[src/wavcp_pkg.sv]
// wavcp_pkg: result record, result kinds, error codes and RIFF/WAVE tag constants
// shared by the WAV chunk parser, its output stage and its port checker.
// Depends on nothing.
package wavcp_pkg;

  localparam logic [1:0] KIND_FORMAT = 2'd0;
  localparam logic [1:0] KIND_AUDIO  = 2'd1;
  localparam logic [1:0] KIND_ERROR  = 2'd2;

  localparam logic [1:0] ERR_NOT_WAV       = 2'd0;
  localparam logic [1:0] ERR_DATA_NO_FMT   = 2'd1;
  localparam logic [1:0] ERR_EARLY_END     = 2'd2;

  localparam logic [31:0] TAG_RIFF = 32'h5249_4646;
  localparam logic [31:0] TAG_WAVE = 32'h5741_5645;
  localparam logic [31:0] TAG_FMT  = 32'h666D_7420;
  localparam logic [31:0] TAG_DATA = 32'h6461_7461;

  localparam logic [31:0] FMT_BASE_LEN    = 32'd16;
  localparam logic [2:0]  FMT_MIDDLE_SKIP = 3'd6;

  typedef struct packed {
    logic [1:0]  kind;
    logic [7:0]  audio_byte;
    logic        audio_last;
    logic [15:0] channel_count;
    logic [31:0] rate_hz;
    logic [15:0] sample_bits;
    logic [31:0] data_length;
    logic [1:0]  error_code;
  } result_t;

endpackage

[src/wavcp_out_stage.sv]
// wavcp_out_stage: one-entry result register with valid/ready handshake.
// Depends on wavcp_pkg (result_t).
module wavcp_out_stage (
  input  logic              clk,
  input  logic              rst_n,
  input  logic              load_valid,
  input  wavcp_pkg::result_t load_data,
  output logic              can_load,
  output logic              out_valid,
  input  logic              out_ready,
  output wavcp_pkg::result_t out_data
);

  logic               valid_r;
  wavcp_pkg::result_t data_r;

  // free when empty or when the held item leaves this cycle
  assign can_load  = !valid_r || out_ready;
  assign out_valid = valid_r;
  assign out_data  = data_r;

  always_ff @(posedge clk) begin
    if (!rst_n) begin
      valid_r <= 1'b0;
    end else if (can_load) begin
      valid_r <= load_valid;
    end
  end

  always_ff @(posedge clk) begin
    if (can_load && load_valid) begin
      data_r <= load_data;
    end
  end

endmodule

[src/wav_chunk_parser.sv]
// wav_chunk_parser: byte-serial RIFF/WAVE header parser and audio byte passer.
// Depends on wavcp_pkg and wavcp_out_stage.
//
//  channel | ports                                   | direction | handshake
//  --------+-----------------------------------------+-----------+-----------
//  in      | in_data_byte, in_file_end               | into      | in_valid / in_ready
//  out     | out_kind, out_audio_byte, out_audio_last,| out of    | out_valid / out_ready
//          | out_channel_count, out_rate_hz,         |           |
//          | out_sample_bits, out_data_length,       |           |
//          | out_error_code                          |           |
//
// Cycles: one byte per clock while in_ready is high. Each accepted byte updates the parser
//   state in the same edge and any result it causes lands in the output register, visible
//   the next cycle; the output register is the only stage.
// Reset: rst_n low clears the parser to "expect RIFF tag" and empties the output.
// Stalls: in_ready follows the output register; it stays high while the register
//   is empty or its item is taken this cycle, so a waiting result still lets the
//   next byte in whenever the consumer is taking items.
// A byte with in_file_end set re-arms the parser after its own processing.
module wav_chunk_parser (
  input  logic        clk,
  input  logic        rst_n,
  input  logic        in_valid,
  output logic        in_ready,
  input  logic [7:0]  in_data_byte,
  input  logic        in_file_end,
  output logic        out_valid,
  input  logic        out_ready,
  output logic [1:0]  out_kind,
  output logic [7:0]  out_audio_byte,
  output logic        out_audio_last,
  output logic [15:0] out_channel_count,
  output logic [31:0] out_rate_hz,
  output logic [15:0] out_sample_bits,
  output logic [31:0] out_data_length,
  output logic [1:0]  out_error_code
);

  // parser phases; codes above PH_HALT act like PH_HALT
  typedef enum logic [3:0] {
    PH_RIFF  = 4'd0,
    PH_FSIZE = 4'd1,
    PH_WAVE  = 4'd2,
    PH_CID   = 4'd3,
    PH_CSIZE = 4'd4,
    PH_FFMT  = 4'd5,
    PH_FCH   = 4'd6,
    PH_FRATE = 4'd7,
    PH_FMID  = 4'd8,
    PH_FBITS = 4'd9,
    PH_SKIP  = 4'd10,
    PH_DATA  = 4'd11,
    PH_DONE  = 4'd12,
    PH_HALT  = 4'd13
  } phase_t;

  phase_t      phase_r,    phase_nxt;
  logic [2:0]  fbi_r,      fbi_nxt;
  logic [31:0] tag_r,      tag_nxt;
  logic [31:0] clen_r,     clen_nxt;
  logic [31:0] skip_r,     skip_nxt;
  logic        fmt_seen_r, fmt_seen_nxt;
  logic [15:0] chans_r,    chans_nxt;
  logic [31:0] rate_r,     rate_nxt;
  logic [15:0] bits_r,     bits_nxt;
  logic [31:0] dleft_r,    dleft_nxt;

  logic               in_fire;
  logic               stage_free;
  logic               res_vld;
  wavcp_pkg::result_t res;
  wavcp_pkg::result_t out_data;

  // field counter helpers
  logic       in_field;
  logic [2:0] fld_len;
  logic [2:0] idx_inc;
  logic       fld_done;
  logic [31:0] skip_dec;
  logic [31:0] dleft_dec;

  assign in_ready = stage_free;
  assign in_fire  = in_valid && in_ready;

  assign idx_inc   = fbi_r + 3'd1;
  assign skip_dec  = skip_r - 32'd1;
  assign dleft_dec = dleft_r - 32'd1;

  // byte length of the multi-byte field read in each phase
  always_comb begin
    in_field = 1'b1;
    case (phase_r)
      PH_RIFF, PH_FSIZE, PH_WAVE, PH_CID, PH_CSIZE, PH_FRATE: fld_len = 3'd4;
      PH_FFMT, PH_FCH, PH_FBITS:                              fld_len = 3'd2;
      PH_FMID:                                                fld_len = wavcp_pkg::FMT_MIDDLE_SKIP;
      default: begin
        fld_len  = 3'd0;
        in_field = 1'b0;
      end
    endcase
  end

  assign fld_done = in_field && (idx_inc >= fld_len);

  always_comb begin
    phase_nxt    = phase_r;
    fbi_nxt      = fbi_r;
    tag_nxt      = tag_r;
    clen_nxt     = clen_r;
    skip_nxt     = skip_r;
    fmt_seen_nxt = fmt_seen_r;
    chans_nxt    = chans_r;
    rate_nxt     = rate_r;
    bits_nxt     = bits_r;
    dleft_nxt    = dleft_r;
    res          = '0;
    res_vld      = 1'b0;

    if (in_field) begin
      fbi_nxt = fld_done ? 3'd0 : idx_inc;
    end

    case (phase_r)
      PH_RIFF, PH_WAVE, PH_CID: begin
        // shift tag bytes in big-endian order
        tag_nxt = {tag_r[23:0], in_data_byte};
        if (fld_done) begin
          if (phase_r == PH_RIFF) begin
            if (tag_nxt != wavcp_pkg::TAG_RIFF) begin
              res.kind       = wavcp_pkg::KIND_ERROR;
              res.error_code = wavcp_pkg::ERR_NOT_WAV;
              res_vld        = 1'b1;
              phase_nxt      = PH_HALT;
            end else begin
              phase_nxt = PH_FSIZE;
            end
          end else if (phase_r == PH_WAVE) begin
            if (tag_nxt != wavcp_pkg::TAG_WAVE) begin
              res.kind       = wavcp_pkg::KIND_ERROR;
              res.error_code = wavcp_pkg::ERR_NOT_WAV;
              res_vld        = 1'b1;
              phase_nxt      = PH_HALT;
            end else begin
              phase_nxt = PH_CID;
            end
          end else begin
            phase_nxt = PH_CSIZE;
          end
        end
      end
      PH_FSIZE: begin
        if (fld_done) phase_nxt = PH_WAVE;
      end
      PH_CSIZE: begin
        // little-endian size: shift in from the top
        clen_nxt = {in_data_byte, clen_r[31:8]};
        if (fld_done) begin
          if (tag_r == wavcp_pkg::TAG_FMT) begin
            phase_nxt = PH_FFMT;
          end else if (tag_r == wavcp_pkg::TAG_DATA) begin
            if (!fmt_seen_r) begin
              res.kind       = wavcp_pkg::KIND_ERROR;
              res.error_code = wavcp_pkg::ERR_DATA_NO_FMT;
              res_vld        = 1'b1;
              phase_nxt      = PH_HALT;
            end else begin
              res.kind          = wavcp_pkg::KIND_FORMAT;
              res.channel_count = chans_r;
              res.rate_hz       = rate_r;
              res.sample_bits   = bits_r;
              res.data_length   = clen_nxt;
              res_vld           = 1'b1;
              dleft_nxt         = clen_nxt;
              phase_nxt         = (clen_nxt != 32'd0) ? PH_DATA : PH_DONE;
            end
          end else begin
            skip_nxt  = clen_nxt;
            phase_nxt = (clen_nxt != 32'd0) ? PH_SKIP : PH_CID;
          end
        end
      end
      PH_FFMT: begin
        if (fld_done) phase_nxt = PH_FCH;
      end
      PH_FCH: begin
        chans_nxt = {in_data_byte, chans_r[15:8]};
        if (fld_done) phase_nxt = PH_FRATE;
      end
      PH_FRATE: begin
        rate_nxt = {in_data_byte, rate_r[31:8]};
        if (fld_done) phase_nxt = PH_FMID;
      end
      PH_FMID: begin
        if (fld_done) phase_nxt = PH_FBITS;
      end
      PH_FBITS: begin
        bits_nxt = {in_data_byte, bits_r[15:8]};
        if (fld_done) begin
          fmt_seen_nxt = 1'b1;
          // skip whatever the fmt chunk holds past its base 16 bytes
          if (clen_r > wavcp_pkg::FMT_BASE_LEN) begin
            skip_nxt  = clen_r - wavcp_pkg::FMT_BASE_LEN;
            phase_nxt = PH_SKIP;
          end else begin
            phase_nxt = PH_CID;
          end
        end
      end
      PH_SKIP: begin
        skip_nxt = skip_dec;
        if (skip_dec == 32'd0) phase_nxt = PH_CID;
      end
      PH_DATA: begin
        res.kind       = wavcp_pkg::KIND_AUDIO;
        res.audio_byte = in_data_byte;
        res.audio_last = (dleft_r == 32'd1);
        res_vld        = 1'b1;
        dleft_nxt      = dleft_dec;
        if (dleft_dec == 32'd0) phase_nxt = PH_DONE;
      end
      default: begin
        // done, halted or unused code: drop the byte
      end
    endcase

    if (in_file_end) begin
      // file ended before the data chunk was reached
      if (!res_vld && (phase_nxt <= PH_SKIP)) begin
        res            = '0;
        res.kind       = wavcp_pkg::KIND_ERROR;
        res.error_code = wavcp_pkg::ERR_EARLY_END;
        res_vld        = 1'b1;
      end
      // re-arm for the next file
      phase_nxt    = PH_RIFF;
      fbi_nxt      = '0;
      tag_nxt      = '0;
      clen_nxt     = '0;
      skip_nxt     = '0;
      fmt_seen_nxt = 1'b0;
      chans_nxt    = '0;
      rate_nxt     = '0;
      bits_nxt     = '0;
      dleft_nxt    = '0;
    end
  end

  always_ff @(posedge clk) begin
    if (!rst_n) begin
      phase_r    <= PH_RIFF;
      fbi_r      <= '0;
      tag_r      <= '0;
      clen_r     <= '0;
      skip_r     <= '0;
      fmt_seen_r <= 1'b0;
      chans_r    <= '0;
      rate_r     <= '0;
      bits_r     <= '0;
      dleft_r    <= '0;
    end else if (in_fire) begin
      phase_r    <= phase_nxt;
      fbi_r      <= fbi_nxt;
      tag_r      <= tag_nxt;
      clen_r     <= clen_nxt;
      skip_r     <= skip_nxt;
      fmt_seen_r <= fmt_seen_nxt;
      chans_r    <= chans_nxt;
      rate_r     <= rate_nxt;
      bits_r     <= bits_nxt;
      dleft_r    <= dleft_nxt;
    end
  end

  // hold the result until the consumer takes it
  wavcp_out_stage u_out (
    .clk        (clk),
    .rst_n      (rst_n),
    .load_valid (in_fire && res_vld),
    .load_data  (res),
    .can_load   (stage_free),
    .out_valid  (out_valid),
    .out_ready  (out_ready),
    .out_data   (out_data)
  );

  assign out_kind          = out_data.kind;
  assign out_audio_byte    = out_data.audio_byte;
  assign out_audio_last    = out_data.audio_last;
  assign out_channel_count = out_data.channel_count;
  assign out_rate_hz       = out_data.rate_hz;
  assign out_sample_bits   = out_data.sample_bits;
  assign out_data_length   = out_data.data_length;
  assign out_error_code    = out_data.error_code;

endmodule

[config.mk]
export PLATFORM = sky130hd
export DESIGN_NAME = wav_chunk_parser
export DESIGN_NICKNAME = d
export VERILOG_FILES = /design/src/wavcp_pkg.sv /design/src/wavcp_out_stage.sv /design/src/wav_chunk_parser.sv
export SDC_FILE = /design/constraint.sdc
export NUM_CORES = 1
export LEC_CHECK = 0
export BUFFER_PORTS_ARGS = -buffer_cell sky130_fd_sc_hd__buf_2
export CAP_MARGIN = 25
export CORE_ASPECT_RATIO = 1.2
export CORE_MARGIN = 2
export CORE_UTILIZATION = 29
export CTS_BUF_LIST = sky130_fd_sc_hd__clkbuf_8
export DETAILED_ROUTE_END_ITERATION = 12
export PLACE_DENSITY_LB_ADDON = 0.1
export SKIP_LAST_GASP = 1
export SYNTH_ARGS = -nofsm -noshare
export SYNTH_HDL_FRONTEND = slang
export SYNTH_HIERARCHICAL = 1
export SYNTH_SLANG_ARGS = --single-unit
[constraint.sdc]
create_clock -name clk -period 8.05 [get_ports clk]
set_input_delay 0 -clock clk [delete_from_list [all_inputs] [get_ports clk]]
set_output_delay 0 -clock clk [all_outputs]
set_load 0.02 [all_outputs]
After elaboration in Yosys (flattened, before gate mapping)
Cells that the tools add are included.
Cells by class
  add/subtract/negate cells: 4
  order comparisons: 3
  equality and inequality tests: 23
  multiplexer cells: 84
  reductions and logical operators: 34
Operators by type and width (number)
  32-bit 2-to-1 mux: 17
  98-bit 2-to-1 mux: 3
  109-bit 2-to-1 mux: 2
  96-bit 2-to-1 mux: 2
  32-bit case mux with 3 select lines: 1
  4-bit 2-to-1 mux: 19
  32-bit by 31-bit == test with 1-bit output, second input constant: 2
  32-bit zero test: 2
  16-bit 2-to-1 mux: 4
  32-bit by 31-bit != test with 1-bit output, second input constant: 2
  32-bit case mux with 2 select lines: 1
  32-bit by 1-bit subtractor with 32-bit output, second input constant: 2
  4-bit case mux with 10 select lines: 1
  32-bit by 1-bit == test with 1-bit output, second input constant: 1
  32-bit by 5-bit > comparator with 1-bit output, second input constant: 1
  32-bit nonzero test: 1
  32-bit by 5-bit subtractor with 32-bit output, second input constant: 1
  3-bit != test, second input constant: 7
  2-bit 2-to-1 mux: 10
  4-bit by 3-bit == test with 1-bit output, second input constant: 4
  4-bit == test, second input constant: 4
  1-bit 2-to-1 mux: 15
  3-bit 2-to-1 mux: 5
  2-bit nonzero test: 7
  other kinds (22): 34
Word-level totals
  flip-flop bits (word level): 310
  input port bits: 13
  output and inout bits: 111
  word-level logic and storage cells: 167

Longest topological paths before layout
Gate-level depths: netlist (run 1).
  depth after elaboration: 13
  depth in mapped cells: 17

By module
The synthesis (run 1) kept the hierarchy.
Modules (own cells, without submodules)
  wav_chunk_parser: instances 1, cells an instance 1547, area each 11760.0 um^2
  wavcp_out_stage: instances 1, cells an instance 114, area each 3330.7 um^2

Worst setup path before layout (run 1)
No wires, ideal clock.
  path type: register to register
  start point: register phase_r[3]
  end point: register u_out.data_r (netlist bit u_out/out_data[0]), enable pin
  library setup time: 0.392 ns
  arrival: 4.175 ns
  data required time: 7.658 ns
  slack: 3.483 ns
  stages on the path, launching flop included: 17
  path buffers: 3
  clock period less this slack: 4.567 ns
  cells stage by stage: dfxtp_1 > nor2b_1 > clkbuf_1 > clkbuf_1 > clkbuf_1 > a21oi_1 > o21ai_0 > ha_1 > a21bo_2 > a21oi_1 > nor2_1 > a2bb2oi_1 > o311a_1 > a21oi_1 > o41ai_4 > o31a_1 > and2_4
Between the ends
  word-level cells in the longest chain between the ends: 13
  elaborated cells between the ends (all ways): 45
  classes of those cells: order compare: 2; eq/ne: 11; mux: 22; reduce/logical: 10
Ends and longest elaborated chain
  start: declaration: line wav_chunk_parser.sv:57  | phase_t phase_r, phase_nxt;
  start signal: assignment: line wav_chunk_parser.sv:261  | phase_r <= phase_nxt;
  4-bit by 2-bit == test with 1-bit output, or another cell as far along: line wav_chunk_parser.sv:92, wav_chunk_parser.sv:123, wav_chunk_parser.sv:137
  6-bit OR reduction / 3-bit OR reduction (equally long branches)
  3-bit case mux with 3 select lines: line wav_chunk_parser.sv:92  | case (phase_r)
  3-bit greater-or-equal comparator: line wav_chunk_parser.sv:103  | assign fld_done = in_field && (idx_inc >= fld_len);
  1-bit logical AND: line wav_chunk_parser.sv:103
  4-bit 2-to-1 mux, or another cell as far along: line wav_chunk_parser.sv:198  | if (fld_done) begin
  4-bit case mux with 10 select lines / 1-bit case mux with 3 select lines (equally long branches): line wav_chunk_parser.sv:123  | case (phase_r)
  4-bit less-or-equal comparator / 1-bit zero test (equally long branches): line wav_chunk_parser.sv:228  | if (!res_vld && (phase_nxt <= PH_SKIP)) begin
  1-bit logical AND: line wav_chunk_parser.sv:228
  1-bit 2-to-1 mux: line wav_chunk_parser.sv:228
  1-bit 2-to-1 mux (*): line wav_chunk_parser.sv:226  | if (in_file_end) begin
  1-bit logical AND (*): line wav_chunk_parser.sv:278  | .load_valid (in_fire && res_vld),
  1-bit logical AND (*): line wavcp_out_stage.sv:31  | if (can_load && load_valid) begin
  end signal: assignment: line wavcp_out_stage.sv:32  | data_r <= load_data;
  end: declaration: line wavcp_out_stage.sv:15  | wavcp_pkg::result_t data_r;
Mark *: on every way between the ends. The rest lies on a longest branch, timed or not.
A chain may end at the register's enable or synchronous reset.

Final worst setup path (run 1)
  start point: register phase_r[3]
  end point: register u_out.data_r (netlist bit u_out/out_data[52]), enable pin
The elaborated chain is that of the path after synthesis.

==> results of run 1 <==
## power breakdown
group / internal [uW] / switching (uW)
clock: 772 / 673
sequential: 1660 / 14.4
combinational: 51.5 / 157
## worst min-delay path by stage
stage	cells past startpoint	start	end	slack [ns]
final	3	in_file_end	fmt_seen_r	0.07
after global routing	3	in_file_end	fmt_seen_r	0.09
after CTS	3	in_file_end	fmt_seen_r	0.01
after detailed placement	3	out_ready	u_out/out_valid	0.34
after global placement	3	out_ready	u_out/out_valid	0.34
after floorplan	2	rst_n	phase_r[3]	0.14
## critical path, cell delays in order, from the launching register on
cell       delay [ns]
dfxtp_1          0.60
nor2b_1          0.19
buf_4            0.31
a21oi_1          0.06
o21ai_0          0.18
ha_1             0.27
a21bo_2          0.22
a21oi_1          0.54
nor2_1           0.18
a2bb2oi_1        0.19
o311a_1          0.19
a21oi_1          0.09
o41ai_4          0.42
o31a_1           0.21
and2_4           0.69
buf_4            0.50
## kinds of logic after synthesis
family                   after synthesis
AO/OA/AOI/OAI                        427
flip-flops                           310
buffers and inverters                164
multiplexers                           1
AND/OR/NAND/NOR                      688
adder cells (fa/ha/maj)               10
XOR/XNOR                              61
## layout make-up
cell class	instances	area, sq um	area share, %
inverter	16	65.1	0.370
antenna	1	2.50	0.0142
multi-input combinational	1187	7210	41.0
sequential	310	7300	41.5
clock buffer	59	812	4.62
timing repair buffer	172	1060	6.04
clock inverter	39	253	1.44
tap	697	872	4.96
## cells in the final DEF (no fill, tap or decap), types with 9 or more instances in the layout
cell type	count
nand3b_1	9
inv_1	36
buf_4	34
o31ai_1	13
ha_1	10
o22ai_1	11
nor2_1	224
nand3_1	15
nor3_1	33
xor2_1	33
clkbuf_8	59
o21ai_0	72
buf_2	123
nand4b_1	9
a22oi_1	128
nand2b_1	15
dlygate4sd3_1	12
nor4b_1	9
dfxtp_1	201
nand2_1	125
and2_1	107
nor4_1	34
edfxtp_1	109
nand4_1	24
o2111ai_1	13
or4_1	17
or3_1	15
xnor2_1	28
a21oi_1	94
## metal layers
layer | up-vias | GRT usage [%]
li1 | 6246 | -
met4 | 0 | 6.93
met2 | 391 | 31.7
met1 | 6437 | 24.8
met3 | 94 | 3.02
met5 | - | 0
## flip-flops by register name (all words and copies together) (netlist names)
register	count
rate_r	32
tag_r	32
fmt_seen_r	1
dleft_r	32
skip_r	32
chans_r	16
bits_r	16
phase_r	4
u_out/out_valid	1
u_out/out_data	109
fbi_r	3
clen_r	32
## per-stage QoR
stage          cells  hold WS [ns]
5_1_grt         2481        0.0868
6_report        2481        0.0731
3_5_place_dp    2367         0.340
3_3_place_gp    2366         0.336
4_1_cts         2477        0.0119
2_1_floorplan   1661         0.138
## repair_timing
action / CTS / global route
hold buffers: 12 / 0
endpoints found under the setup margin: 0 / 0
hold endpoints to repair: 72 / 0
==> results.md, run 1 <==
- Post-synthesis mux area share: 0.0746%
- Final GP Congestion: 0.881
- Die X: 212 um
- Clk pin slew, worst setup/hold paths: 0.06 ns
- Starting DRT DRC Count: 1089
- HPWL after DPL: 34400 um
- Via-per-instance ratio: 5.31
- Peak Freq: 187 MHz
- Row count: 91
- Crit path launch type: register
- Static Leak: 0.00646 uW
- Worst r2r dst: u_out/out_data[52]
- Worst Setup EP: u_out/out_data[52]
- Post-Place Worst Slack: 2.74 ns
- XOR/XNOR share of the synthesized area: 3.54%
- PwrDens: 189 nW/um^2
- Status: finished, final reports clean
- Largest family of logic cells by synthesized area: simple AND/OR/NAND/NOR gates
- Clk_lat worst skew: 0.65 ns
- I/O Buffers: 123
- Fraction of the mapped netlist area in compound gates: 19.3%
- Max-cap viol count: 0
- Critical setup path kind: reg2reg
- Layout cells sized above 1: 15.5%
- Total Power: 3320 uW
- CP arrival: 5.64 ns
- Sink Count: 310
- Final hold viol count: 0
- Sequential fraction of the synthesis area: 48.4%
- Setup-failing EPs final: 0
- CTS Root Cell: clkbuf_8
- Final Cell Area: 17600 sq um
- Nets@finish: 1763
- First-pass DRT Iterations: 5
- Drt drc: 0
- Slew HR: 26.1%
- Grt ovf: 0
- Number of fill cells: 5367
- Mapped Cells: 1661
- Number of synthesized flops with an enable pin: 109
- Overall die area: 53900 sq um
- Wl on met1: 23300 um
- Asr flop ratio synth: 0%
- Die height: 254 um
- Peak supply drop: 83.0 uV
- Worst hold path type: in2reg
- Layout Skew: 0.0305 ns
- Synth cell count leaders: nor2_1, dfxtp_1, clkbuf_1
- Gr usage total: 19.0%
- CP endpoint kind: register
- Io pins: 124
- Number of library cell types mapped by synthesis: 82
- CTS H-Tree Depth: 2
- Worst R2R Path Depth: 15
- Worst Path Required: 8.34 ns
- Synth Flop Type: dfxtp_1
- Routed vias: 13200
- Area growth from synthesis to layout: 16.4%
- Clk buf depth: 3
- WL final: 51900 um
- Ys Warns: 6
- Net Count, Synth: 1684
- Post-CTS sizing: 0
- Register bit total from synthesis: 310
- Yosys top cell area share: 26.7%
- Post-Syn Area per Cell: 9.09 sq um
- Highest metal used: met4
- Number of antenna-violating nets in the routed design: 0
- Number of buffers created by CTS: 53
- Critical Path Source: phase_r[3]
- Synth Area in Simple Gates: 23.7%
- Setup bufs post-CTS: 0
- Worst r2r src: phase_r[3]
- Wire per inst: 20.9 um
- Most frequent cell after synthesis: nor2_1
- Antenna violations before repair: 1
- Final worst slack: 2.71 ns
- Reg2reg setup slack: 2.71 ns
- Crit Path Max Fanout: 62
- Fin crit share: 66.4%
- Met3 WL: 2430 um
- First-pass GRT wire length: 79100 um
- Area post-placement: 16300 sq um
- RSZ-0062 raised after global routing: false
- Area leader, netlist: dfxtp_1
- Initial Utilization: 29.3%
- Largest net degree at the start of global routing: 97
- Vias in the first global route: 12500
- Synth top area cells: dfxtp_1, edfxtp_1, a22oi_1, nor2_1, and2_1
- CTS tree: built
- Period minus WS final: 5.35 ns
- Core area: 51500 sq um
- Post-Syn Area: 15100 sq um
- Final core occ: 34.1%
- Met2 routed WL: 24600 um
- Slew Limit Fails: 0
- Area share of fa/ha/maj cells after synthesis: 0.829%
- Final setup TNS: 0 ns
- Worst-margin pin slew: 1.10 ns
(Power assumes the default switching activity.)
==> inputs of run 2 (changes only) <==
==> constraint.sdc (replaced) <==
create_clock -name clk -period 5.3 [get_ports clk]
set_input_delay 0 -clock clk [delete_from_list [all_inputs] [get_ports clk]]
set_output_delay 0 -clock clk [all_outputs]
set_load 0.02 [all_outputs]
==> run 2 against run 1 <==
Against the previous run: via count increased by 0.40%; highest routed layer unchanged; clock power is 49% higher; clock skew rose by 0.013 ns; wire length rose by 1.7%; flip-flop and latch count unchanged; sequential share of layout area down 0.35 points.
==> results.md, run 2 (synthesis gave the netlist of run 1 again) <==
- Worst R2R Path Depth: 14 (was 15)
- WHS Endpoint: skip_r[23] (was fmt_seen_r)
- CTS H-Tree Depth: 2 (unchanged)
- Final hold viol count: 0 (unchanged)
- Peak supply drop: 178 uV (was 83.0 uV)
- Critical setup path kind: reg2reg (unchanged)
- Slew HR: 34.7% (was 26.1%)
- Slew Limit Fails: 0 (unchanged)
- Vias in the first global route: 12900 (was 12500)
- First-pass DRT Iterations: 6 (was 5)
- Layout Skew: 0.0437 ns (was 0.0305 ns)
- HPWL after DPL: 35100 um (was 34400 um)
- CTS Root Cell: clkbuf_8 (unchanged)
- Layout cells sized above 1: 16.0% (was 15.5%)
- Number of fill cells: 5405 (was 5367)
- Non-filler cells, final: 2500 (was 2481)
- Reg2reg setup slack: 0.68 ns (was 2.71 ns)
- Wl on met1: 23200 um (was 23300 um)
- First-pass GRT wire length: 80300 um (was 79100 um)
- Largest net degree at the start of global routing: 97 (unchanged)
- Clk pin slew, worst setup/hold paths: 0.07 ns (was 0.06 ns)
- Multi-input logic area: 7200 sq um (was 7210 sq um)
- Initial Utilization: 29.3% (unchanged)
- Worst hold path type: in2reg (unchanged)
- Hold Path Cell Cnt: 4 (was 3)
- Post-CTS sizing: 0 (unchanged)
- Met2 routed WL: 25700 um (was 24600 um)
- CP endpoint kind: register (unchanged)
- Max reg flops: 109 (unchanged)
- Static Leak: 0.00654 uW (was 0.00646 uW)
- Worst-margin pin slew: 0.979 ns (was 1.10 ns)
- Crit path launch type: register (unchanged)
- Drt drc: 0 (unchanged)
- Most frequent cells in the layout: nor2_1, dfxtp_1, a22oi_1, nand2_1, buf_2 (unchanged)
- Final setup TNS: 0 ns (unchanged)
- Final Cell Area: 17700 sq um (was 17600 sq um)
- Overall die area: 53900 sq um (unchanged)
- Worst r2r dst: u_out/out_data[29] (was u_out/out_data[52])
- Row count: 91 (unchanged)
- Critical Path Source: phase_r[2] (was phase_r[3])
- Worst hold start: rst_n (was in_file_end)
- Hold_buf cts: 17 (was 12)
- Peak Freq: 216 MHz (was 187 MHz)
- Worst Path Required: 5.62 ns (was 8.34 ns)
- Status: finished, final reports clean (unchanged)
- Fin crit share: 87.2% (was 66.4%)
- PwrDens: 283 nW/um^2 (was 189 nW/um^2)
- Routed vias: 13200 (about the same)
- Antenna violations before repair: 1 (unchanged)
- Setup bufs post-CTS: 0 (unchanged)
- Die X: 212 um (unchanged)
- I/O Buffers: 123 (unchanged)
- CP arrival: 4.94 ns (was 5.64 ns)
- Via-per-instance ratio: 5.29 (was 5.31)
- Register Area: 7300 sq um (unchanged)
- Final core occ: 34.4% (was 34.1%)
- Final GP Congestion: 0.881 (about the same)
- WL final: 52700 um (was 51900 um)
- Gr usage total: 19.4% (was 19.0%)
- CTS tree: built (unchanged)
- Commonest non-fill, non-tap cell in the layout: nor2_1 (unchanged)
- RSZ-0062 raised after global routing: false (unchanged)
- Setup-failing EPs final: 0 (unchanged)
- Crit Path Max Fanout: 33 (was 62)
- Grt ovf: 0 (unchanged)
- Met3 WL: 2410 um (was 2430 um)
- Clk buf depth: 3 (unchanged)
- Starting DRT DRC Count: 1148 (was 1089)
- DP Cell Count: 2385 (was 2367)
- Nets@finish: 1783 (was 1763)
- Area growth from synthesis to layout: 17.4% (was 16.4%)
- Area post-placement: 16500 sq um (was 16300 sq um)
- Number of antenna-violating nets in the routed design: 0 (unchanged)
- Number of buffers created by CTS: 52 (was 53)
- Die height: 254 um (unchanged)
- Max-cap viol count: 0 (unchanged)
- Wire per inst: 21.1 um (was 20.9 um)
- Worst r2r src: phase_r[2] (was phase_r[3])
- Clk_lat worst skew: 0.66 ns (was 0.65 ns)
- Io pins: 124 (unchanged)
- Total Power: 5010 uW (was 3320 uW)
- Core area: 51500 sq um (unchanged)
- Highest metal used: met4 (unchanged)
- Sink Count: 310 (unchanged)
- Period minus WS final: 4.62 ns (was 5.35 ns)
[run 2: worst max-delay path by stage]
stage | cells after the start | end | slack, ns
final | 14 | u_out/out_data[29] | 0.68
after global routing | 12 | u_out/out_data[30] | 0.27
after CTS | 14 | u_out/out_data[29] | 0.68
after global placement | 14 | u_out/out_data[31] | 0.73
after floorplan | 16 | u_out/out_data[0] | 0.73
after detailed placement | 14 | u_out/out_data[84] | 0.73
[run 2: metrics by stage]
stage                     setup WS (ns)  hold WS, ns
after global routing              0.268        0.327
after detailed placement          0.727        0.342
after floorplan                   0.733        0.138
after CTS                         0.681        0.271
final                             0.680        0.298
after global placement            0.734        0.333
[run 2: cell type report]
type | instances | area share (%)
Timing Repair Buffer | 193 | 7.00
Sequential cell | 310 | 41.2
Clock inverter | 33 | 0.982
Multi-Input combinational cell | 1187 | 40.6
Clock buffer | 63 | 4.89
Antenna cell | 1 | 0.0141
Tap cell | 697 | 4.92
Inverter | 16 | 0.367
[run 2: metal layers]
layer | track usage [%] | vias to the layer above
met5 | 0 | -
met4 | 6.55 | 0
met3 | 2.74 | 89
met2 | 33.5 | 384
met1 | 24.7 | 6465
li1 | - | 6283
[run 2: power by group]
part | internal, uW | leakage [uW] | switching (uW)
sequential | 2510 | 0.00268 | 20.9
combinational | 84.7 | 0.00323 | 239
clock | 1130 | 0.000624 | 1030
total | 3730 | 0.00654 | 1290
[run 2: worst max-delay path, cell delays in order (launching register included)]
cell,delay [ns]
dfxtp_1,0.56
nor2b_1,0.28
a21oi_1,0.10
o21ai_0,0.31
ha_1,0.29
a21bo_2,0.22
a21oi_1,0.47
nor2_1,0.16
a2bb2oi_1,0.18
o311a_1,0.19
a21oi_1,0.10
o41ai_4,0.45
o31a_1,0.21
and2_4,0.48
buf_4,0.28
==> inputs of run 3 (changes only) <==
--- a/config.mk
+++ b/config.mk
@@ -9,7 +9,7 @@
 export CAP_MARGIN = 25
 export CORE_ASPECT_RATIO = 1.2
 export CORE_MARGIN = 2
-export CORE_UTILIZATION = 29
+export CORE_UTILIZATION = 39
 export CTS_BUF_LIST = sky130_fd_sc_hd__clkbuf_8
 export DETAILED_ROUTE_END_ITERATION = 12
 export PLACE_DENSITY_LB_ADDON = 0.1
==> run 3 against run 2 <==
Against the previous run: clock power hardly changed; core utilization is 11 points higher; global-route usage is 3.5 points higher; flip-flop and latch count stayed put; fmax is 3.9% lower; worst hold slack worse by 0.20 ns.
==> results.md, run 3 (synthesis gave the netlist of run 1 again) <==
- I/O Buffers: 123 (unchanged)
- Die X: 184 um (was 212 um)
- Starting DRT DRC Count: 946 (was 1148)
- Hold_buf cts: 12 (was 17)
- Initial Utilization: 39.8% (was 29.3%)
- Nets@finish: 1764 (was 1783)
- Worst Setup EP: u_out/out_data[14] (was u_out/out_data[29])
- CP arrival: 5.09 ns (was 4.94 ns)
- Status: finished, final reports clean (unchanged)
- Levels on crit path: 12 (was 14)
- Largest net degree at the start of global routing: 81 (was 97)
- CP bufs+invs: 2 (was 1)
- Drt drc: 0 (unchanged)
- Core area: 38000 sq um (was 51500 sq um)
- First-pass GRT wire length: 72900 um (was 80300 um)
- Top delay family on crit path: compound AO/OA/AOI/OAI gates (unchanged)
- Routed vias: 13100 (was 13200)
- Final setup TNS: 0 ns (unchanged)
- Sink Count: 310 (unchanged)
- CTS Root Cell: clkbuf_8 (unchanged)
- First-pass DRT Iterations: 5 (was 6)
- PwrDens: 289 nW/um^2 (was 283 nW/um^2)
- Post-CTS sizing: 0 (unchanged)
- Die height: 219 um (was 254 um)
- Setup bufs post-CTS: 0 (unchanged)
- Worst Path Required: 5.59 ns (was 5.62 ns)
- CP endpoint kind: register (unchanged)
- CTS H-Tree Depth: 2 (unchanged)
- Met3 Usage GRT: 3.19% (was 2.74%)
- Worst R2R Path Depth: 12 (was 14)
- Most frequent cells in the layout: nor2_1, dfxtp_1, a22oi_1, nand2_1, buf_2 (unchanged)
- Top Usage Layer GRT: met2 (unchanged)
- WL final: 46400 um (was 52700 um)
- Crit Path Max Fanout: 33 (unchanged)
- Antenna violations before repair: 0 (was 1)
- Via-per-instance ratio: 5.80 (was 5.29)
- CTS tree: built (unchanged)
- Number of antenna-violating nets in the routed design: 0 (unchanged)
- Max-cap viol count: 0 (unchanged)
- Worst r2r src: dleft_r[0] (was phase_r[2])
- Wire per inst: 20.5 um (was 21.1 um)
- Crit path launch type: register (unchanged)
- Final GP Congestion: 0.913 (was 0.881)
- Number of fill cells: 3725 (was 5405)
- Area growth from synthesis to layout: 14.6% (was 17.4%)
- Static Leak: 0.00647 uW (was 0.00654 uW)
- Commonest non-fill, non-tap cell in the layout: nor2_1 (unchanged)
- Layout cells sized above 1: 15.5% (was 16.0%)
- Layout Skew: 0.0326 ns (was 0.0437 ns)
- Max reg flops: 109 (unchanged)
- Fin crit share: 90.7% (was 87.2%)
- Period minus WS final: 4.81 ns (was 4.62 ns)
- Critical path's slowest cell: a2111oi_0 (was dfxtp_1)
- Clk buf depth: 3 (unchanged)
- Critical setup path kind: reg2reg (unchanged)
- Worst hold path type: in2reg (unchanged)
- Vias in the first global route: 12600 (was 12900)
- Worst r2r dst: u_out/out_data[14] (was u_out/out_data[29])
- Fin Hold WS: 0.0984 ns (was 0.298 ns)
- Antenna diodes: 0 (was 1)
- Peak supply drop: 179 uV (was 178 uV)
- Slew HR: 35.3% (was 34.7%)
- GRT met2 Usage: 38.7% (was 33.5%)
- Slew Limit Fails: 0 (unchanged)
- Io pins: 124 (unchanged)
- Gr usage total: 22.9% (was 19.4%)
- Setup-failing EPs final: 0 (unchanged)
- Final core occ: 45.6% (was 34.4%)
- Largest stage delay on the critical path: 0.63 ns (was 0.56 ns)
- Grt ovf: 0 (unchanged)
- Row count: 78 (was 91)
- Final hold viol count: 0 (unchanged)
- Clk pin slew, worst setup/hold paths: 0.06 ns (was 0.07 ns)
- RSZ-0062 raised after global routing: false (unchanged)
- Number of buffers created by CTS: 53 (was 52)
- Worst-margin pin slew: 0.967 ns (was 0.979 ns)
- Peak Freq: 208 MHz (was 216 MHz)
- Clk_lat worst skew: 0.64 ns (was 0.66 ns)
- Overall die area: 40300 sq um (was 53900 sq um)
- Critical Path Source: dleft_r[0] (was phase_r[2])
- HPWL after DPL: 30700 um (was 35100 um)
- Crit-path cells: inv_1, ha_1, nor3b_1, nand4_1, xnor2_1, a2111oi_0, o2111a_1, a21oi_1, o41ai_4, o31a_1, and2_4, buf_4 (was nor2b_1, a21oi_1, o21ai_0, ha_1, a21bo_2, a21oi_1, nor2_1, a2bb2oi_1, o311a_1, a21oi_1, o41ai_4, o31a_1, and2_4, buf_4)
- Met1 GRT Util: 30.1% (was 24.7%)
- Reg2reg setup slack: 0.49 ns (was 0.68 ns)
[run 3: changes by cell type in the layout (fill, tap and decap cells not counted), sizes merged]
cell         before  now
inv              42   41
dlygate4sd3      17   12
buf             176  161
diode             1    0
clkinv            5   10
[run 3: per-stage QoR]
stage	power, uW	cells	setup slack [ns]	cell area (sq um)
after detailed placement	2880	2153	0.541	16100
after floorplan	2770	1661	0.733	15100
after global placement	2880	2150	0.733	16000
after CTS	5070	2265	0.499	17300
final	5000	2266	0.494	17300
after global routing	5210	2266	0.172	17300
[run 3: where the power goes]
part	leakage [uW]	total, uW	switching (uW)	internal, uW
clock network	0.000638	2160	1020	1140
registers	0.00268	2540	22.0	2520
logic	0.00315	304	227	76.7
[run 3: worst min-delay path by stage]
| stage | cells after the start | end | startpoint |
|---|---|---|---|
| 2_1_floorplan | 2 | phase_r[3] | rst_n |
| 3_3_place_gp | 3 | u_out/out_valid | out_ready |
| 3_5_place_dp | 3 | u_out/out_valid | out_ready |
| 4_1_cts | 2 | fmt_seen_r | in_file_end |
| 5_1_grt | 2 | fmt_seen_r | in_file_end |
| 6_report | 2 | fmt_seen_r | in_file_end |
[run 3: cell type report]
cell class / count / area, sq um / area share [%]
multi-input combinational: 1187 / 7200 / 41.6
sequential: 310 / 7300 / 42.2
timing repair buffer: 173 / 1050 / 6.09
clock inverter: 37 / 209 / 1.21
inverter: 16 / 65.1 / 0.376
tap: 480 / 601 / 3.47
clock buffer: 63 / 867 / 5.01
[run 3: layer usage]
metal / vias to the layer above / share of wire, %
met5: - / 0
met3: 82 / 5.1
met1: 6371 / 44
met2: 433 / 48
li1: 6256 / -
met4: 0 / 2.7
